===== config.mk =====
export PLATFORM = sky130hd
export DESIGN_NAME = i2c_master_bit_engine_unit
export DESIGN_NICKNAME = d
export VERILOG_FILES = /design/src/i2cm_pkg.sv /design/src/i2cm_front.sv /design/src/i2cm_back.sv /design/src/i2c_master_bit_engine_unit.sv
export SDC_FILE = /design/constraint.sdc
export NUM_CORES = 1
export LEC_CHECK = 0
export BUFFER_PORTS_ARGS = -buffer_cell sky130_fd_sc_hd__buf_2
export CORE_AREA = 3 3 162 164
export CTS_CLUSTER_DIAMETER = 150
export DETAILED_ROUTE_END_ITERATION = 10
export DIE_AREA = 0 0 165 167
export GPL_ROUTABILITY_DRIVEN = 0
export PLACE_DENSITY = 0.5
export SKIP_LAST_GASP = 1
export SLEW_MARGIN = 10
export SYNTH_ARGS = -nofsm -noshare
export SYNTH_HDL_FRONTEND = slang
export SYNTH_SLANG_ARGS = --single-unit

===== constraint.sdc =====
create_clock -name clk_i -period 2.75 [get_ports clk_i]
set_input_delay 0.4125 -clock clk_i [delete_from_list [all_inputs] [get_ports clk_i]]
set_output_delay 0.4125 -clock clk_i [all_outputs]
set_load 0.005 [all_outputs]

===== src/i2cm_pkg.sv =====
// Shared types and constants of the I2C master bit engine.
`default_nettype none

package i2cm_pkg;

  // Byte geometry and counter widths
  localparam int unsigned ByteBits  = 8;
  localparam int unsigned CntW      = $clog2(ByteBits + 1);
  localparam int unsigned HalfW     = 16;
  localparam int unsigned PollW     = 8;
  localparam int unsigned CfgIdxW   = 2;
  localparam int unsigned QueueDepth = 2;

  // Register reset values
  localparam logic [HalfW-1:0] HalfReset = 16'd20;
  localparam logic [PollW-1:0] PollReset = 8'd250;

  // Configuration register indexes
  localparam logic [CfgIdxW-1:0] CfgHalfPeriod = 2'd0;
  localparam logic [CfgIdxW-1:0] CfgPollLimit  = 2'd1;

  // Command codes
  typedef enum logic [2:0] {
    REQ_START    = 3'd0,
    REQ_STOP     = 3'd1,
    REQ_WRITE    = 3'd2,
    REQ_WAIT_ACK = 3'd3,
    REQ_READ     = 3'd4
  } req_e;

  // Bus sequencer phases
  typedef enum logic [3:0] {
    PH_IDLE  = 4'd0,
    PH_ST_HI = 4'd1,
    PH_ST_LO = 4'd2,
    PH_SP_LO = 4'd3,
    PH_SP_HI = 4'd4,
    PH_WR_HI = 4'd5,
    PH_WR_LO = 4'd6,
    PH_WA_RL = 4'd7,
    PH_WA_HI = 4'd8,
    PH_POLL  = 4'd9,
    PH_RD_LO = 4'd10,
    PH_RD_HI = 4'd11,
    PH_RA_LO = 4'd12,
    PH_RA_HI = 4'd13
  } phase_e;

  // Classified tick request held in the queue
  typedef struct packed {
    logic                cmd_ok;
    req_e                req;
    logic [ByteBits-1:0] tx_byte;
    logic                send_ack;
    logic                sda_sense;
  } item_t;

  // One result of a tick
  typedef struct packed {
    logic                scl_level;
    logic                sda_release;
    logic                busy_res;
    logic                done_res;
    logic [ByteBits-1:0] rx_byte;
    logic                ack_failed;
  } result_t;

endpackage

`default_nettype wire


===== src/i2cm_front.sv =====
// Front end: classify incoming tick requests and queue them for the sequencer.
`default_nettype none

module i2cm_front (
  input  wire logic                      clk_i,
  input  wire logic                      rst_ni,
  input  wire logic                      in_valid_i,
  output logic                           in_stall_o,
  input  wire logic                      cmd_valid_i,
  input  wire logic [2:0]                req_type_i,
  input  wire logic [7:0]                tx_byte_i,
  input  wire logic                      send_ack_i,
  input  wire logic                      sda_sense_i,
  input  wire logic                      pop_i,
  output logic                           item_valid_o,
  output i2cm_pkg::item_t                item_o
);

  localparam int unsigned PtrW = $clog2(i2cm_pkg::QueueDepth);
  localparam int unsigned CntQ = $clog2(i2cm_pkg::QueueDepth + 1);

  i2cm_pkg::item_t       slot_q [i2cm_pkg::QueueDepth];
  logic [PtrW-1:0]       wr_ptr_q, wr_ptr_d;
  logic [PtrW-1:0]       rd_ptr_q, rd_ptr_d;
  logic [CntQ-1:0]       count_q, count_d;
  i2cm_pkg::item_t       item_new;
  logic                  push;
  logic                  pop;

  // Classify: a command counts only when offered with a known code
  always_comb begin
    item_new.cmd_ok    = cmd_valid_i && (req_type_i <= i2cm_pkg::REQ_READ);
    item_new.req       = i2cm_pkg::req_e'(req_type_i);
    item_new.tx_byte   = tx_byte_i;
    item_new.send_ack  = send_ack_i;
    item_new.sda_sense = sda_sense_i;
  end

  // Queue handshake
  assign in_stall_o   = (count_q == CntQ'(i2cm_pkg::QueueDepth));
  assign push         = in_valid_i && !in_stall_o;
  assign item_valid_o = (count_q != '0);
  assign pop          = pop_i && item_valid_o;
  assign item_o       = slot_q[rd_ptr_q];

  // Advance pointers and fill level
  always_comb begin
    wr_ptr_d = wr_ptr_q;
    rd_ptr_d = rd_ptr_q;
    count_d  = count_q;
    if (push) begin
      wr_ptr_d = (wr_ptr_q == PtrW'(i2cm_pkg::QueueDepth - 1)) ? '0 : wr_ptr_q + 1'b1;
    end
    if (pop) begin
      rd_ptr_d = (rd_ptr_q == PtrW'(i2cm_pkg::QueueDepth - 1)) ? '0 : rd_ptr_q + 1'b1;
    end
    if (push && !pop) begin
      count_d = count_q + 1'b1;
    end else if (pop && !push) begin
      count_d = count_q - 1'b1;
    end
  end

  always_ff @(posedge clk_i or negedge rst_ni) begin
    if (!rst_ni) begin
      wr_ptr_q <= '0;
      rd_ptr_q <= '0;
      count_q  <= '0;
    end else begin
      wr_ptr_q <= wr_ptr_d;
      rd_ptr_q <= rd_ptr_d;
      count_q  <= count_d;
    end
  end

  // Store the request
  always_ff @(posedge clk_i) begin
    if (push) begin
      slot_q[wr_ptr_q] <= item_new;
    end
  end

endmodule

`default_nettype wire


===== src/i2cm_back.sv =====
// Back end: bus sequencer, configuration registers and result register.
`default_nettype none

module i2cm_back (
  input  wire logic                                clk_i,
  input  wire logic                                rst_ni,
  input  wire logic                                cfg_we_i,
  input  wire logic [i2cm_pkg::CfgIdxW-1:0]        cfg_index_i,
  input  wire logic [i2cm_pkg::HalfW-1:0]          cfg_data_i,
  input  wire logic                                item_valid_i,
  input  wire i2cm_pkg::item_t                     item_i,
  output logic                                     pop_o,
  output logic                                     out_valid_o,
  input  wire logic                                out_stall_i,
  output i2cm_pkg::result_t                        res_o
);

  localparam int unsigned BB = i2cm_pkg::ByteBits;

  i2cm_pkg::phase_e                phase_q, phase_d;
  logic [i2cm_pkg::HalfW-1:0]      half_q;
  logic [i2cm_pkg::PollW-1:0]      limit_q;
  logic [i2cm_pkg::HalfW-1:0]      delay_q, delay_d;
  logic [i2cm_pkg::CntW-1:0]       bit_q, bit_d;
  logic [i2cm_pkg::CntW-1:0]       bit_inc;
  logic [i2cm_pkg::PollW-1:0]      poll_q, poll_d;
  logic [BB-1:0]                   shift_q, shift_d;
  logic [BB-1:0]                   rx_q, rx_d;
  logic                            ack_q, ack_d;
  logic                            scl_q, scl_d;
  logic                            sda_q, sda_d;
  logic                            choice_q, choice_d;
  logic                            done;
  logic [i2cm_pkg::HalfW-1:0]      delay_load;
  logic                            out_valid_q, out_valid_d;
  i2cm_pkg::result_t               res_q;

  // Take the next request once the result register is free or drains
  assign pop_o      = item_valid_i && (!out_valid_q || !out_stall_i);
  assign delay_load = (half_q == '0) ? i2cm_pkg::HalfW'(1) : half_q;
  assign bit_inc    = bit_q + 1'b1;

  // Next state of the sequencer for one tick
  always_comb begin
    phase_d  = phase_q;
    delay_d  = delay_q;
    bit_d    = bit_q;
    poll_d   = poll_q;
    shift_d  = shift_q;
    rx_d     = rx_q;
    ack_d    = ack_q;
    scl_d    = scl_q;
    sda_d    = sda_q;
    choice_d = choice_q;
    done     = 1'b0;
    if (pop_o) begin
      if (phase_q == i2cm_pkg::PH_IDLE) begin
        // Launch a command
        if (item_i.cmd_ok) begin
          bit_d = '0;
          case (item_i.req)
            i2cm_pkg::REQ_START: begin
              scl_d   = 1'b1;
              sda_d   = 1'b1;
              phase_d = i2cm_pkg::PH_ST_HI;
              delay_d = delay_load;
            end
            i2cm_pkg::REQ_STOP: begin
              scl_d   = 1'b0;
              sda_d   = 1'b0;
              phase_d = i2cm_pkg::PH_SP_LO;
              delay_d = delay_load;
            end
            i2cm_pkg::REQ_WRITE: begin
              sda_d   = item_i.tx_byte[BB-1];
              shift_d = {item_i.tx_byte[BB-2:0], 1'b0};
              scl_d   = 1'b1;
              phase_d = i2cm_pkg::PH_WR_HI;
              delay_d = delay_load;
            end
            i2cm_pkg::REQ_WAIT_ACK: begin
              ack_d   = 1'b0;
              poll_d  = '0;
              sda_d   = 1'b1;
              phase_d = i2cm_pkg::PH_WA_RL;
              delay_d = delay_load;
            end
            i2cm_pkg::REQ_READ: begin
              choice_d = item_i.send_ack;
              shift_d  = '0;
              scl_d    = 1'b0;
              sda_d    = 1'b1;
              phase_d  = i2cm_pkg::PH_RD_LO;
              delay_d  = delay_load;
            end
            default: begin
              phase_d = i2cm_pkg::PH_IDLE;
            end
          endcase
        end
      end else if (phase_q == i2cm_pkg::PH_POLL ||
                   (phase_q == i2cm_pkg::PH_WA_HI && delay_q <= i2cm_pkg::HalfW'(1))) begin
        // Poll SDA for the acknowledge
        phase_d = i2cm_pkg::PH_POLL;
        if (!item_i.sda_sense) begin
          scl_d   = 1'b0;
          ack_d   = 1'b0;
          phase_d = i2cm_pkg::PH_IDLE;
          done    = 1'b1;
        end else if (poll_q >= limit_q) begin
          ack_d   = 1'b1;
          scl_d   = 1'b0;
          sda_d   = 1'b0;
          phase_d = i2cm_pkg::PH_SP_LO;
          delay_d = delay_load;
        end else begin
          poll_d = poll_q + 1'b1;
        end
      end else if (delay_q > i2cm_pkg::HalfW'(1)) begin
        // Hold the bus levels
        delay_d = delay_q - 1'b1;
      end else begin
        // Step to the next phase
        case (phase_q)
          i2cm_pkg::PH_ST_HI: begin
            sda_d   = 1'b0;
            phase_d = i2cm_pkg::PH_ST_LO;
            delay_d = delay_load;
          end
          i2cm_pkg::PH_ST_LO: begin
            scl_d   = 1'b0;
            phase_d = i2cm_pkg::PH_IDLE;
            done    = 1'b1;
          end
          i2cm_pkg::PH_SP_LO: begin
            scl_d   = 1'b1;
            sda_d   = 1'b1;
            phase_d = i2cm_pkg::PH_SP_HI;
            delay_d = delay_load;
          end
          i2cm_pkg::PH_SP_HI: begin
            phase_d = i2cm_pkg::PH_IDLE;
            done    = 1'b1;
          end
          i2cm_pkg::PH_WR_HI: begin
            scl_d   = 1'b0;
            phase_d = i2cm_pkg::PH_WR_LO;
            delay_d = delay_load;
          end
          i2cm_pkg::PH_WR_LO: begin
            bit_d = bit_inc;
            if (bit_inc >= i2cm_pkg::CntW'(BB)) begin
              phase_d = i2cm_pkg::PH_IDLE;
              done    = 1'b1;
            end else begin
              sda_d   = shift_q[BB-1];
              shift_d = {shift_q[BB-2:0], 1'b0};
              scl_d   = 1'b1;
              phase_d = i2cm_pkg::PH_WR_HI;
              delay_d = delay_load;
            end
          end
          i2cm_pkg::PH_WA_RL: begin
            scl_d   = 1'b1;
            phase_d = i2cm_pkg::PH_WA_HI;
            delay_d = delay_load;
          end
          i2cm_pkg::PH_RD_LO: begin
            scl_d   = 1'b1;
            shift_d = {shift_q[BB-2:0], item_i.sda_sense};
            phase_d = i2cm_pkg::PH_RD_HI;
            delay_d = delay_load;
          end
          i2cm_pkg::PH_RD_HI: begin
            bit_d   = bit_inc;
            scl_d   = 1'b0;
            delay_d = delay_load;
            if (bit_inc >= i2cm_pkg::CntW'(BB)) begin
              sda_d   = !choice_q;
              phase_d = i2cm_pkg::PH_RA_LO;
            end else begin
              phase_d = i2cm_pkg::PH_RD_LO;
            end
          end
          i2cm_pkg::PH_RA_LO: begin
            scl_d   = 1'b1;
            phase_d = i2cm_pkg::PH_RA_HI;
            delay_d = delay_load;
          end
          i2cm_pkg::PH_RA_HI: begin
            scl_d   = 1'b0;
            rx_d    = shift_q;
            phase_d = i2cm_pkg::PH_IDLE;
            done    = 1'b1;
          end
          default: begin
            phase_d = i2cm_pkg::PH_IDLE;
          end
        endcase
      end
    end
  end

  // Result register valid flag
  always_comb begin
    out_valid_d = out_valid_q;
    if (pop_o) begin
      out_valid_d = 1'b1;
    end else if (!out_stall_i) begin
      out_valid_d = 1'b0;
    end
  end

  // Sequencer state register
  always_ff @(posedge clk_i or negedge rst_ni) begin
    if (!rst_ni) begin
      phase_q     <= i2cm_pkg::PH_IDLE;
      delay_q     <= '0;
      bit_q       <= '0;
      poll_q      <= '0;
      shift_q     <= '0;
      rx_q        <= '0;
      ack_q       <= 1'b0;
      scl_q       <= 1'b1;
      sda_q       <= 1'b1;
      choice_q    <= 1'b0;
      out_valid_q <= 1'b0;
    end else begin
      phase_q     <= phase_d;
      delay_q     <= delay_d;
      bit_q       <= bit_d;
      poll_q      <= poll_d;
      shift_q     <= shift_d;
      rx_q        <= rx_d;
      ack_q       <= ack_d;
      scl_q       <= scl_d;
      sda_q       <= sda_d;
      choice_q    <= choice_d;
      out_valid_q <= out_valid_d;
    end
  end

  // Configuration registers; unknown indexes drop
  always_ff @(posedge clk_i or negedge rst_ni) begin
    if (!rst_ni) begin
      half_q  <= i2cm_pkg::HalfReset;
      limit_q <= i2cm_pkg::PollReset;
    end else if (cfg_we_i) begin
      if (cfg_index_i == i2cm_pkg::CfgHalfPeriod) begin
        half_q <= cfg_data_i;
      end else if (cfg_index_i == i2cm_pkg::CfgPollLimit) begin
        limit_q <= cfg_data_i[i2cm_pkg::PollW-1:0];
      end
    end
  end

  // Capture the tick's result
  always_ff @(posedge clk_i) begin
    if (pop_o) begin
      res_q.scl_level   <= scl_d;
      res_q.sda_release <= sda_d;
      res_q.busy_res    <= (phase_d != i2cm_pkg::PH_IDLE);
      res_q.done_res    <= done;
      res_q.rx_byte     <= rx_d;
      res_q.ack_failed  <= ack_d;
    end
  end

  assign out_valid_o = out_valid_q;
  assign res_o       = res_q;

endmodule

`default_nettype wire


===== src/i2c_master_bit_engine_unit.sv =====
// Top level of the I2C master bit engine.
//
//  channel  | handshake                 | payload
//  ---------+---------------------------+--------------------------------------------
//  in       | in_valid_i / in_stall_o   | cmd_valid, req_type, tx_byte, send_ack, sda
//  out      | out_valid_o / out_stall_i | scl, sda_release, busy, done, rx_byte, ack
//  cfg      | cfg_valid_i / cfg_ready_o | cfg_index_i, cfg_data_i
//
// One tick request is taken every clock cycle while in_stall_o is low; the sequencer
// finishes one tick per cycle unless the output stalls, so its state register loop sets
// the rate. A result passes through the queue, then the result register, to out_valid_o.
// The two-entry queue absorbs output stalls; in_stall_o rises only when it is full.
// Reset brings the bus to idle with SCL high and SDA released.
`default_nettype none

module i2c_master_bit_engine_unit (
  input  wire logic        clk_i,
  input  wire logic        rst_ni,
  input  wire logic        in_valid_i,
  output logic             in_stall_o,
  input  wire logic        cmd_valid_i,
  input  wire logic [2:0]  req_type_i,
  input  wire logic [7:0]  tx_byte_i,
  input  wire logic        send_ack_i,
  input  wire logic        sda_sense_i,
  output logic             out_valid_o,
  input  wire logic        out_stall_i,
  output logic             scl_level_o,
  output logic             sda_release_o,
  output logic             busy_res_o,
  output logic             done_res_o,
  output logic [7:0]       rx_byte_o,
  output logic             ack_failed_o,
  input  wire logic        cfg_valid_i,
  output logic             cfg_ready_o,
  input  wire logic [1:0]  cfg_index_i,
  input  wire logic [15:0] cfg_data_i
);

  i2cm_pkg::item_t   item;
  i2cm_pkg::result_t res;
  logic              item_valid;
  logic              pop;

  // Always ready for a register write
  assign cfg_ready_o = 1'b1;

  i2cm_front u_front (
    .clk_i        (clk_i),
    .rst_ni       (rst_ni),
    .in_valid_i   (in_valid_i),
    .in_stall_o   (in_stall_o),
    .cmd_valid_i  (cmd_valid_i),
    .req_type_i   (req_type_i),
    .tx_byte_i    (tx_byte_i),
    .send_ack_i   (send_ack_i),
    .sda_sense_i  (sda_sense_i),
    .pop_i        (pop),
    .item_valid_o (item_valid),
    .item_o       (item)
  );

  i2cm_back u_back (
    .clk_i        (clk_i),
    .rst_ni       (rst_ni),
    .cfg_we_i     (cfg_valid_i && cfg_ready_o),
    .cfg_index_i  (cfg_index_i),
    .cfg_data_i   (cfg_data_i),
    .item_valid_i (item_valid),
    .item_i       (item),
    .pop_o        (pop),
    .out_valid_o  (out_valid_o),
    .out_stall_i  (out_stall_i),
    .res_o        (res)
  );

  // Unpack the result
  assign scl_level_o   = res.scl_level;
  assign sda_release_o = res.sda_release;
  assign busy_res_o    = res.busy_res;
  assign done_res_o    = res.done_res;
  assign rx_byte_o     = res.rx_byte;
  assign ack_failed_o  = res.ack_failed;

endmodule

`default_nettype wire


==> metrics.cfg <==
[outcome]
outcome=finished, violations left
violations=setup timing

[cells_and_area]
nFillCells=2580
final_util=0.316
area_growth_pct=28.2
nNetsFinal=723
layout_commonest_cell=dfrtp_1
ff_latch_area_mm2=0.00327
antennaDiodeCount=0
final_cell_mix=dfrtp_1 (71), buf_4 (59), buf_2 (50)
drive_gt1_frac=0.315
multi_input_area_mm2=0.00279

[synth]
ys_ff_latch=122
yosysWarnings=0
synth.top_cell.area_share=0.288
synth_cell_types=61
seq_area_frac_synth=0.530
yosysTopAreaCell=dfrtp_1
synth_area_leaders=dfrtp_1 (29%), edfxtp_1 (20%), mux2_2 (7.7%), dfstp_2 (4.3%), a21oi_1 (2.9%)
avgSynthCellArea_um2=10.9
ys.flop_type=dfrtp_1
synth_edf_count=41
syn_nets=618
syn_inst=568
syn_area_mm2=0.00617
synth_async_sr_flop_share=0.664

[pwr]
pwr-share-comb=0.344
irDropWorstVdd_uv=353
p_sw_mw=2.64
power_density_mw_per_mm2=974
power_leakage_nw=3.26
clock_power_share=0.292
power.internal_mw=5.06
power_frac_seq=0.364
p_sw_frac=0.343

[placement]
dp_hpwl_mm=11.5
io_buffers=51

[global_route]
grt_pass1_wl_mm=26.1
grt.overflow.total=0
grt_pass1_vias=4843
grt_max_degree=48
track_usage=0.120
antenna_found_initial=2

[cts]
htreeDepth=4
clk_latency_ns=0.41
clockRootBuffer=clkbuf_16
cts-buffers-inserted=17
cts_sinks=122
path_clk_slew_ns=0.06
clock_path_buffers=2
postCtsHoldBufs=0
cts_tree=yes

[timing]
tns_ns=-0.0315
fmax_mhz=360
final_max_slew_viol_count=0
setup_violations=3
rsz0062_at_grt=true
fin_crit_sh=1.01
min_period_ns=2.78
slew_headroom=0.539
worst_slew_pin_slew_ns=0.691
hold_viol_final=0
layout_setup_ws_ns=-0.0280
finClkSkew_ns=0.00617

[worst_hold_path]
hold_path_class=in2async

[critical_path]
cp-start-kind=flip-flop
end_kind=flip-flop
crit_fanout=4
worstPathArrival_ns=3.07
criticalPathCategory=reg2reg
worst_ep_required_time_ns=3.04

[route]
avgRoutedWirePerCell_um=15.4
drt_iter0_drc=311
first_pass_iters=4
viasPerCell=4.71
vias=4783
drc=0
drt-total-wl_mm=15.7
ant_nets=0

[die]
die-area_mm2=0.0276
start_util=0.246
rows=58
die_x_um=165
ios=53
die_h_um=167
coreArea_mm2=0.0250

[flow_run]
max_cap_violations=0

-- synth_stat cells (all sizes together), types with 2 or more instances --
master,instances
dfrtp,71
nand2,47
mux2,43
edfxtp,41
a21oi,36
o21ai,34
nand3,27
nor2,25
nor3,25
clkbuf,19
inv,18
nor4,14
ha,13
o2bb2ai,12
mux2i,11
dfstp,10
or4,9
buf,8
a31oi,7
or3,7
nand2b,6
o211ai,6
o31ai,6
a21o,5
xnor2,5
xor2,5
and2,4
nand4,4
nor2b,4
a211o,3
a221oi,3
and3,3
nand3b,3
nand4b,3
o21a,3
o221ai,3
or2,3
a2111oi,2
a211oi,2
nor3b,2
nor4b,2
o22ai,2
-- kinds of logic (layout without fill, tap and decap cells) --
| logic type | count (synthesis) | in the layout | synth area share |
|---|---|---|---|
| DFF | 122 | 122 | 0.530 |
| buffers and inverters | 46 | 164 | 0.0292 |
| and+or+nand+nor | 190 | 190 | 0.162 |
| AOI/OAI and AO/OA | 132 | 132 | 0.141 |
| xor gates and xnor gates | 10 | 10 | 0.0142 |
| adders and majority gates | 13 | 13 | 0.0264 |
| other | 1 | 1 | 0.000608 |
| muxes | 54 | 54 | 0.0970 |
-- metal layers --
metal,GRT usage,part of all wire
met3,0.0301,0.033
met1,0.162,0.47
met5,0,0.0013
met2,0.190,0.48
met4,0.0339,0.013
-- critical path, cell delays in order (launching register included) --
cell and delay (ns):
dfrtp_1 0.37, or4_4 0.57, or4b_4 0.54, or3_4 0.35, o41a_4 0.36, and2_4 0.18
mux2_4 0.29
-- flip-flops by register name, indices dropped and copies added, names as in the netlist --
register / cells
u_back.half_q: 16
u_back.delay_q: 16
u_back.bit_q: 4
u_back.shift_q: 8
u_front.slot_q: 28
u_back.res_o: 13
u_front.wr_ptr_q: 1
u_back.choice_q: 1
u_back.limit_q: 8
u_back.phase_q: 4
u_front.count_q: 2
u_back.out_valid_o: 1
u_back.sda_q: 1
u_front.rd_ptr_q: 1
u_back.scl_q: 1
u_back.poll_q: 8
u_back.rx_q: 8
u_back.ack_q: 1
-- power groups by stage --
| stage | logic, mW | registers (mW) | clock network, mW |
|---|---|---|---|
| after global routing | 2.95 | 2.88 | 2.39 |
| final | 2.65 | 2.81 | 2.25 |
| after detailed placement | 2.61 | 2.83 | 0 |
| after floorplan | 1.66 | 2.73 | 0 |
| after global placement | 2.61 | 2.83 | 0 |
| after CTS | 2.63 | 2.81 | 2.31 |
-- stage by stage --
stage / setup WS, ns / power (mW) / hold WS, ns / std cells / cell area [um2]
after CTS: -0.0116 / 7.75 / 0.0641 / 1015 / 7850
after floorplan: -0.117 / 4.39 / 0.117 / 568 / 6170
after global routing: -0.0726 / 8.23 / 0.0778 / 1016 / 7910
final: -0.0280 / 7.70 / 0.0456 / 1016 / 7910
after detailed placement: -0.0153 / 5.45 / 0.481 / 983 / 7240
after global placement: -0.0124 / 5.44 / 0.478 / 983 / 7240
-- area by class of cell --
class	count	area share
clock buffer	20	0.0565
clock inverter	12	0.0187
inverter	19	0.00902
multi-input combinational	400	0.353
sequential	122	0.414
tap	330	0.0522
timing repair buffer	113	0.0967
-- repair_timing --
item	in CTS	in global routing
endpoints found under the setup margin	3	35
gates resized for setup	3	12
pin swaps	0	4
hold endpoints to repair	0	0
buffers inserted	0	1
-- path summary, 6_finish.rpt --
check | startpoint | end | slack [ns] | depth (start not counted)
worst max register to register | u_back.delay_q[7]$_DFFE_PN0P_ | u_back.delay_q[1]$_DFFE_PN0P_ | -0.03 | 6
max in group asynchronous | rst_ni | u_back.limit_q[1]$_DFFE_PN1P_ | 2.05 | 2
min in group clk_i | tx_byte_i[7] | u_front.slot_q[0][9]$_DFFE_PP_ | 0.19 | 1
worst min-delay path | rst_ni | u_back.delay_q[14]$_DFFE_PN0P_ | 0.05 | 1
worst max-delay path | u_back.delay_q[7]$_DFFE_PN0P_ | u_back.delay_q[1]$_DFFE_PN0P_ | -0.03 | 6
worst min register to register | u_front.wr_ptr_q$_DFFE_PN0P_ | u_front.wr_ptr_q$_DFFE_PN0P_ | 0.49 | 1
(Power assumes the default switching activity.)
